## config.mk

```make
export PLATFORM = sky130hd
export DESIGN_NAME = gregorian_date_add_days_top_flat
export DESIGN_NICKNAME = d
export VERILOG_FILES = /design/src/rtl/core/gda_pkg.sv /design/src/rtl/core/gda_if.sv /design/src/rtl/core/gda_ctrl.sv /design/src/rtl/core/gda_dp.sv /design/src/rtl/core/gregorian_date_add_days_top.sv /design/src/flat_wrapper.sv
export SDC_FILE = /design/constraint.sdc
export NUM_CORES = 1
export LEC_CHECK = 0
export BUFFER_PORTS_ARGS = -buffer_cell sky130_fd_sc_hd__buf_2
export CAP_MARGIN = 20
export CORE_AREA = 2 2 144 146
export DETAILED_ROUTE_END_ITERATION = 6
export DIE_AREA = 0 0 146 148
export PLACE_DENSITY = 0.71
export SYNTH_ARGS = -nofsm -noshare
export SYNTH_HDL_FRONTEND = slang
export SYNTH_SLANG_ARGS = --single-unit
```

## constraint.sdc

```tcl
create_clock -name clk -period 4.5 [get_ports clk]
set_input_delay 0 -clock clk [delete_from_list [all_inputs] [get_ports clk]]
set_output_delay 0 -clock clk [all_outputs]
set_load 0.02 [all_outputs]
```

## src/rtl/core/gda_pkg.sv

```systemverilog
package gda_pkg;

  localparam int unsigned DAY_W   = 5;
  localparam int unsigned MONTH_W = 4;
  localparam int unsigned YEAR_W  = 14;
  localparam int unsigned ADD_W   = 15;
  localparam int unsigned TOTAL_W = 16;
  localparam int unsigned YLEN_W  = 9;
  localparam int unsigned R400_W  = 9;

  // Reciprocal of 400 scaled by two to the 23rd, exact for every 14-bit year.
  localparam int unsigned RECIP_SHIFT = 23;
  localparam int unsigned RECIP_W     = 15;
  localparam int unsigned PROD_W      = YEAR_W + RECIP_W;
  localparam int unsigned QUOT_W      = PROD_W - RECIP_SHIFT;
  localparam logic [RECIP_W-1:0] RECIP_400 = RECIP_W'(20972);

  localparam logic [MONTH_W-1:0] MONTH_JAN = MONTH_W'(1);
  localparam logic [MONTH_W-1:0] MONTH_FEB = MONTH_W'(2);
  localparam logic [MONTH_W-1:0] MONTH_MAR = MONTH_W'(3);
  localparam logic [MONTH_W-1:0] MONTH_DEC = MONTH_W'(12);

  typedef enum logic [2:0] {
    ST_IDLE,
    ST_MUL,
    ST_MOD,
    ST_SUM,
    ST_WALK,
    ST_DONE
  } gda_state_t;

  typedef struct packed {
    logic load;
    logic mul;
    logic modr;
    logic sum;
    logic step;
    logic out_load;
  } gda_cmd_t;

  typedef struct packed {
    logic walk_done;
  } gda_status_t;

  // Leap rule from the year modulo 400 and its two low bits.
  function automatic logic is_leap(input logic [R400_W-1:0] r400,
                                   input logic [1:0] ylow);
    return (r400 == R400_W'(0)) ||
           ((ylow == 2'b00) && (r400 != R400_W'(100)) &&
            (r400 != R400_W'(200)) && (r400 != R400_W'(300)));
  endfunction

  function automatic logic [DAY_W-1:0] month_len(input logic [MONTH_W-1:0] m,
                                                 input logic leap);
    logic [DAY_W-1:0] len;
    case (m)
      4'd1, 4'd3, 4'd5, 4'd7, 4'd8, 4'd10, 4'd12: len = DAY_W'(31);
      4'd4, 4'd6, 4'd9, 4'd11:                   len = DAY_W'(30);
      4'd2:                                      len = leap ? DAY_W'(29) : DAY_W'(28);
      default:                                   len = DAY_W'(0);
    endcase
    return len;
  endfunction

  // Days in the months before month m of a common year; months above
  // December cover the whole year.
  function automatic logic [YLEN_W-1:0] days_before(input logic [MONTH_W-1:0] m);
    logic [YLEN_W-1:0] d;
    case (m)
      4'd2:    d = YLEN_W'(31);
      4'd3:    d = YLEN_W'(59);
      4'd4:    d = YLEN_W'(90);
      4'd5:    d = YLEN_W'(120);
      4'd6:    d = YLEN_W'(151);
      4'd7:    d = YLEN_W'(181);
      4'd8:    d = YLEN_W'(212);
      4'd9:    d = YLEN_W'(243);
      4'd10:   d = YLEN_W'(273);
      4'd11:   d = YLEN_W'(304);
      4'd12:   d = YLEN_W'(334);
      4'd13, 4'd14, 4'd15: d = YLEN_W'(365);
      default: d = YLEN_W'(0);
    endcase
    return d;
  endfunction

endpackage

```

## src/rtl/core/gda_if.sv

```systemverilog
interface gda_in_if;
  logic                        valid;
  logic                        ready;
  logic [gda_pkg::DAY_W-1:0]   start_day;
  logic [gda_pkg::MONTH_W-1:0] start_month;
  logic [gda_pkg::YEAR_W-1:0]  start_year;
  logic [gda_pkg::ADD_W-1:0]   days_to_add;

  modport source (output valid, start_day, start_month, start_year, days_to_add,
                  input ready);
  modport sink (input valid, start_day, start_month, start_year, days_to_add,
                output ready);
endinterface

interface gda_out_if;
  logic                        valid;
  logic                        ready;
  logic [gda_pkg::DAY_W-1:0]   result_day;
  logic [gda_pkg::MONTH_W-1:0] result_month;
  logic [gda_pkg::YEAR_W-1:0]  result_year;

  modport source (output valid, result_day, result_month, result_year,
                  input ready);
  modport sink (input valid, result_day, result_month, result_year,
                output ready);
endinterface

```

## src/rtl/core/gda_ctrl.sv

```systemverilog
module gda_ctrl (
  input  logic                 clk,
  input  logic                 rst_n,
  input  logic                 in_valid,
  output logic                 in_ready,
  output logic                 out_valid,
  input  logic                 out_ready,
  output gda_pkg::gda_cmd_t    cmd,
  input  gda_pkg::gda_status_t status
);
  import gda_pkg::*;

  gda_state_t state_r, state_nxt;
  logic       out_valid_r, out_valid_nxt;

  always_ff @(posedge clk) begin
    if (!rst_n) begin
      state_r     <= ST_IDLE;
      out_valid_r <= 1'b0;
    end else begin
      state_r     <= state_nxt;
      out_valid_r <= out_valid_nxt;
    end
  end

  always_comb begin
    state_nxt = state_r;
    cmd       = '0;
    in_ready  = 1'b0;
    unique case (state_r)
      ST_IDLE: begin
        in_ready = 1'b1;
        if (in_valid) begin
          cmd.load  = 1'b1;
          state_nxt = ST_MUL;
        end
      end
      ST_MUL: begin
        cmd.mul   = 1'b1;
        state_nxt = ST_MOD;
      end
      ST_MOD: begin
        cmd.modr  = 1'b1;
        state_nxt = ST_SUM;
      end
      ST_SUM: begin
        cmd.sum   = 1'b1;
        state_nxt = ST_WALK;
      end
      ST_WALK: begin
        if (status.walk_done) begin
          state_nxt = ST_DONE;
        end else begin
          cmd.step = 1'b1;
        end
      end
      ST_DONE: begin
        if (!out_valid_r || out_ready) begin
          cmd.out_load = 1'b1;
          state_nxt    = ST_IDLE;
        end
      end
      default: state_nxt = ST_IDLE;
    endcase

    if (cmd.out_load) begin
      out_valid_nxt = 1'b1;
    end else if (out_ready) begin
      out_valid_nxt = 1'b0;
    end else begin
      out_valid_nxt = out_valid_r;
    end
  end

  assign out_valid = out_valid_r;

endmodule

```

## src/rtl/core/gda_dp.sv

```systemverilog
module gda_dp (
  input  logic                          clk,
  input  logic [gda_pkg::DAY_W-1:0]     start_day,
  input  logic [gda_pkg::MONTH_W-1:0]   start_month,
  input  logic [gda_pkg::YEAR_W-1:0]    start_year,
  input  logic [gda_pkg::ADD_W-1:0]     days_to_add,
  input  gda_pkg::gda_cmd_t             cmd,
  output gda_pkg::gda_status_t          status,
  output logic [gda_pkg::DAY_W-1:0]     result_day,
  output logic [gda_pkg::MONTH_W-1:0]   result_month,
  output logic [gda_pkg::YEAR_W-1:0]    result_year
);
  import gda_pkg::*;

  logic [DAY_W-1:0]   day_r;
  logic [MONTH_W-1:0] month_r;
  logic [YEAR_W-1:0]  year_r;
  logic [ADD_W-1:0]   add_r;
  logic [PROD_W-1:0]  prod_r;
  logic [R400_W-1:0]  r400_r;
  logic [TOTAL_W-1:0] total_r;
  logic [DAY_W-1:0]   res_day_r;
  logic [MONTH_W-1:0] res_month_r;
  logic [YEAR_W-1:0]  res_year_r;

  logic [QUOT_W-1:0]  quot;
  logic [YEAR_W-1:0]  quot_x400;
  logic               leap;
  logic [YLEN_W-1:0]  year_len;
  logic [DAY_W-1:0]   mon_len;
  logic               skip_year;
  logic               skip_month;
  logic [YEAR_W-1:0]  year_inc;
  logic [R400_W-1:0]  r400_inc;
  logic [YLEN_W-1:0]  days_prior;

  assign quot      = prod_r[PROD_W-1:RECIP_SHIFT];
  assign quot_x400 = {{(YEAR_W-QUOT_W){1'b0}}, quot} * YEAR_W'(400);

  assign leap       = is_leap(r400_r, year_r[1:0]);
  assign year_len   = leap ? YLEN_W'(366) : YLEN_W'(365);
  assign mon_len    = month_len(month_r, leap);
  assign days_prior = days_before(month_r) +
                      ((leap && (month_r >= MONTH_MAR)) ? YLEN_W'(1) : YLEN_W'(0));

  // A whole year is skipped from January when the remainder outlasts it.
  assign skip_year  = (month_r == MONTH_JAN) &&
                      (total_r > {{(TOTAL_W-YLEN_W){1'b0}}, year_len});
  assign skip_month = total_r > {{(TOTAL_W-DAY_W){1'b0}}, mon_len};
  assign status.walk_done = !skip_year && !skip_month;

  // The year wraps at the counter width, so its residue restarts at zero.
  assign year_inc = year_r + YEAR_W'(1);
  always_comb begin
    if (year_r == {YEAR_W{1'b1}} || r400_r == R400_W'(399)) begin
      r400_inc = '0;
    end else begin
      r400_inc = r400_r + R400_W'(1);
    end
  end

  always_ff @(posedge clk) begin
    if (cmd.load) begin
      day_r   <= start_day;
      month_r <= start_month;
      year_r  <= start_year;
      add_r   <= days_to_add;
    end
    if (cmd.mul) begin
      prod_r <= {{RECIP_W{1'b0}}, year_r} * {{YEAR_W{1'b0}}, RECIP_400};
    end
    if (cmd.modr) begin
      r400_r <= R400_W'(year_r - quot_x400);
    end
    if (cmd.sum) begin
      total_r <= {{(TOTAL_W-YLEN_W){1'b0}}, days_prior} +
                 {{(TOTAL_W-DAY_W){1'b0}}, day_r} +
                 {{(TOTAL_W-ADD_W){1'b0}}, add_r};
      month_r <= MONTH_JAN;
    end
    if (cmd.step) begin
      if (skip_year) begin
        total_r <= total_r - {{(TOTAL_W-YLEN_W){1'b0}}, year_len};
        year_r  <= year_inc;
        r400_r  <= r400_inc;
      end else begin
        total_r <= total_r - {{(TOTAL_W-DAY_W){1'b0}}, mon_len};
        if (month_r == MONTH_DEC) begin
          month_r <= MONTH_JAN;
          year_r  <= year_inc;
          r400_r  <= r400_inc;
        end else begin
          month_r <= month_r + MONTH_W'(1);
        end
      end
    end
    if (cmd.out_load) begin
      res_day_r   <= total_r[DAY_W-1:0];
      res_month_r <= month_r;
      res_year_r  <= year_r;
    end
  end

  assign result_day   = res_day_r;
  assign result_month = res_month_r;
  assign result_year  = res_year_r;

endmodule

```

## src/rtl/core/gregorian_date_add_days_top.sv

```systemverilog
// Channel   Dir  Payload                                          Transfer
// in_ch     in   start_day, start_month, start_year, days_to_add  valid && ready
// out_ch    out  result_day, result_month, result_year            valid && ready
//
// One item is in work at a time. After the input transfer, the multiply, modulo
// and sum states form the year residue and the day count; the walk then skips
// one whole year or steps one month per cycle (at most 90 and 11) until done,
// and the done state loads the result register once the output is free or taken.
// Reset is synchronous and active low; it clears the controller and out valid.
// A waiting result stalls only that load; the next input is taken after it.
module gregorian_date_add_days_top (
  input logic       clk,
  input logic       rst_n,
  gda_in_if.sink    in_ch,
  gda_out_if.source out_ch
);
  import gda_pkg::*;

  gda_cmd_t    cmd;
  gda_status_t status;

  gda_ctrl u_ctrl (
    .clk       (clk),
    .rst_n     (rst_n),
    .in_valid  (in_ch.valid),
    .in_ready  (in_ch.ready),
    .out_valid (out_ch.valid),
    .out_ready (out_ch.ready),
    .cmd       (cmd),
    .status    (status)
  );

  gda_dp u_dp (
    .clk          (clk),
    .start_day    (in_ch.start_day),
    .start_month  (in_ch.start_month),
    .start_year   (in_ch.start_year),
    .days_to_add  (in_ch.days_to_add),
    .cmd          (cmd),
    .status       (status),
    .result_day   (out_ch.result_day),
    .result_month (out_ch.result_month),
    .result_year  (out_ch.result_year)
  );

endmodule

```

## src/flat_wrapper.sv

```systemverilog
// flat-port wrapper written by rule: the top's interface ports become plain ports
module gregorian_date_add_days_top_flat import gda_pkg::*;
  (clk, rst_n, in_ch_valid, in_ch_start_day, in_ch_start_month, in_ch_start_year, in_ch_days_to_add, in_ch_ready, out_ch_valid, out_ch_result_day, out_ch_result_month, out_ch_result_year, out_ch_ready);
  gda_in_if in_ch_i ();
  gda_out_if out_ch_i ();
  input logic clk;
  input logic rst_n;
  input wire logic [$bits(in_ch_i.valid)-1:0] in_ch_valid;
  input wire logic [$bits(in_ch_i.start_day)-1:0] in_ch_start_day;
  input wire logic [$bits(in_ch_i.start_month)-1:0] in_ch_start_month;
  input wire logic [$bits(in_ch_i.start_year)-1:0] in_ch_start_year;
  input wire logic [$bits(in_ch_i.days_to_add)-1:0] in_ch_days_to_add;
  output wire logic [$bits(in_ch_i.ready)-1:0] in_ch_ready;
  output wire logic [$bits(out_ch_i.valid)-1:0] out_ch_valid;
  output wire logic [$bits(out_ch_i.result_day)-1:0] out_ch_result_day;
  output wire logic [$bits(out_ch_i.result_month)-1:0] out_ch_result_month;
  output wire logic [$bits(out_ch_i.result_year)-1:0] out_ch_result_year;
  input wire logic [$bits(out_ch_i.ready)-1:0] out_ch_ready;
  assign in_ch_i.valid = in_ch_valid;
  assign in_ch_i.start_day = in_ch_start_day;
  assign in_ch_i.start_month = in_ch_start_month;
  assign in_ch_i.start_year = in_ch_start_year;
  assign in_ch_i.days_to_add = in_ch_days_to_add;
  assign in_ch_ready = in_ch_i.ready;
  assign out_ch_valid = out_ch_i.valid;
  assign out_ch_result_day = out_ch_i.result_day;
  assign out_ch_result_month = out_ch_i.result_month;
  assign out_ch_result_year = out_ch_i.result_year;
  assign out_ch_i.ready = out_ch_ready;
  gregorian_date_add_days_top u_core (.clk(clk), .rst_n(rst_n), .in_ch(in_ch_i), .out_ch(out_ch_i));
endmodule
```

==> reports/metrics.cfg <==
[synth]
yosys_warnings = 0
synth-seq-area-share_pct = 27.6
synth-edff-count = 64
synth_top_area_share_pct = 19.5
syn_inst = 988
ys_top_cells_by_area = edfxtp_1 (19%), ha_1 (19%), fa_1 (14%), dfxtp_1 (8.1%), inv_1 (5.7%)
async_reset_ff_share_pct = 0
syn_area_per_cell_um2 = 10.0
syn_nets = 1249
yosysTopAreaCell = edfxtp_1
synth_flop_cell = edfxtp_1
yosys_register_bits = 104
synth_cell_types = 80
syn_area_mm2 = 0.00988

[critical_path]
cp-end-kind = flop
r2r_slack_ps = 130
worstPathArrival_ps = 4500
worst-setup-path-type = reg -> reg
required_ps = 4630
cp_max_fo = 6
critPathLaunchType = flop

[layout]
area_growth_pct = 22.4
utilization_pct = 60.3
nNetsFinal = 1413
drive_gt1_share_pct = 22.1
num-fill-cells = 1636

[placement]
dp_hpwl_mm = 18.1
port_buffers = 66
routabilityCongestion = 0.914

[status]
run_status = complete, no violations

[floorplanning]
ioPinCount = 67
start_util_pct = 49.3
core_area_mm2 = 0.0200
rows = 52
die_h_um = 148
fp.dieW_um = 146
die-area_mm2 = 0.0216

[clock_network]
clk_pin_slew_ps = 80
root_buffer = clkbuf_16
h-tree-depth = 3
clk-insertion-delay-late_ps = 370
cts_sinks = 104
clockBufferDepth = 2
cts_buffers = 9
cts_tree = done

[sta]
maxSlewViolCount = 0
whs_ps = 221
worst_pin_slew_ps = 1030
finalSetupViolations = 0
slew_headroom_pct = 30.9
clock.fmax_ghz = 0.229
period_share_pct = 97.1
period_minus_slack_ps = 4370
hold_viol_final = 0
clock_skew_ps = 15.0

[global_route]
grt_pass1_vias = 7565
grt_max_degree = 24
antenna_found_initial = 2
gr-total-overflow = 0
grt_usage_pct = 22.1
grt_first_pass_wirelength_mm = 37.9

[route]
routedWlPerCell_um = 16.7
num_vias = 7746
drt_iter0_markers = 515
ant_nets = 0
firstDrtPassIters = 5
drt_wl_total_mm = 23.9
drc = 0
routed_via_density = 5.42

[hold_path]
holdCritPathClass = in -> reg

[flow_run]
max_cap_violations = 0

-- flip-flops by register name, summed over array words and instances, names as in the netlist, named ones only --
signal and cells:
u_core.u_dp.prod_r 5, u_core.u_ctrl.state_r 3, u_core.u_dp.day_r 5, u_core.u_dp.result_year 14, u_core.u_dp.add_r 15, u_core.u_ctrl.out_valid 1, u_core.u_dp.result_day 5, u_core.u_dp.month_r 4
u_core.u_dp.result_month 4, u_core.u_dp.year_r 14, u_core.u_dp.total_r 16, u_core.u_dp.r400_r 9
-- layout by cell type (no fill, tap or decap), types with 14 or more instances in the layout --
master	count
a21o_1	14
a21oi_1	43
buf_2	66
buf_4	70
dfxtp_1	27
dlygate4sd3_1	36
edfxtp_1	64
fa_1	69
ha_1	127
ha_4	16
inv_1	147
nand2_1	48
nand3_1	20
nor2_1	47
nor2b_1	15
o21ai_0	40
xnor2_1	34
-- logic make-up after synthesis --
family	Yosys count	share of synthesized area, %
simple gates	224	12.0
fa+ha+maj	219	33.1
compound gates	205	14.4
buf+inv	173	7.02
flops	104	27.6
xor+xnor	47	4.17
mux	16	1.73
-- path summary, 6_finish.rpt --
check	startpoint	to	cells past startpoint
min reg2reg	u_core.u_dp.r400_r[0]	u_core.u_dp.r400_r[0]	1
min	in_ch_valid	u_core.u_ctrl.state_r[0]	4
max reg2reg	u_core.u_dp.year_r[9]	u_core.u_dp.prod_r[24]	13
max	u_core.u_dp.year_r[9]	u_core.u_dp.prod_r[24]	13
-- layer usage --
| layer | GRT usage (%) | up-vias | wire (µm) |
|---|---|---|---|
| met3 | 4.78 | 40 | 1370 |
| met4 | 6.89 | 0 | 587 |
| met2 | 33.9 | 209 | 10900 |
| li1 | - | 3759 | - |
| met5 | 0 | - | 0 |
| met1 | 31.5 | 3738 | 11000 |
-- synth_stat cells (4+ instances only) --
cell type  count
o21ai_0       46
clkbuf_1      10
and2_1         6
xnor2_1       35
a21oi_1       50
buf_2          5
o21bai_1       4
buf_4          6
nor2_1        51
mux2i_1       13
edfxtp_1      64
a31oi_1        9
nor3_1        11
ha_1         148
and3_1        13
nand3_1       21
nand2_1       50
nand4_1       12
a21o_1        14
a21oi_4        4
a211oi_1       8
o22ai_1        6
o211ai_1       5
o21a_1         6
o221a_2        4
nor3b_1        8
a311oi_1       8
fa_1          71
dfxtp_1       40
inv_1        149
o32ai_1        4
nor2b_1       16
xor2_1        12
nand2b_1      13
-- final cells by class --
class                           count  area [µm²]  share of cell area [%]
Antenna cell                        2        5.00                  0.0414
Clock inverter                      7        92.6                   0.766
Clock buffer                        9         225                    1.86
Tap cell                          270         338                    2.79
Multi-Input combinational cell    711        6840                    56.6
Inverter                          150         563                    4.66
Sequential cell                   104        2750                    22.8
Timing Repair Buffer              176        1270                    10.5
-- per-stage QoR --
stage	setup TNS (ps)	std cells	setup slack [ps]	area [µm²]
6_report	0	1429	130	12100
5_1_grt	-149	1428	-35.3	12100
4_1_cts	0	1420	0.274	11600
3_5_place_dp	-228	1368	-111	10900
3_3_place_gp	0	1368	14.8	10900
2_1_floorplan	0	988	38.1	9880
-- repair_timing --
item | 4_1_cts | 5_1_grt
resized for setup | 7 | 82
endpoints found under the hold margin | 38 | 0
setup buffers | 0 | 7
setup endpoints to repair | 5 | 35
hold buffers | 36 | 0
pin swaps | 1 | 46
-- worst max-delay path, cell delays in order, from the launching register on --
cell and delay (ps):
dfxtp_4 380, buf_4 140, fa_1 570, ha_4 210, fa_1 510, fa_1 570
fa_1 450, ha_4 300, and3_4 200, nand3_2 90, nor4_4 300, o221a_2 240
nor2_2 50, xnor2_1 110
Power is left out: the tool's default activity adds up to more than one toggle a clock period on the data nets, which glitch-free logic cannot reach.
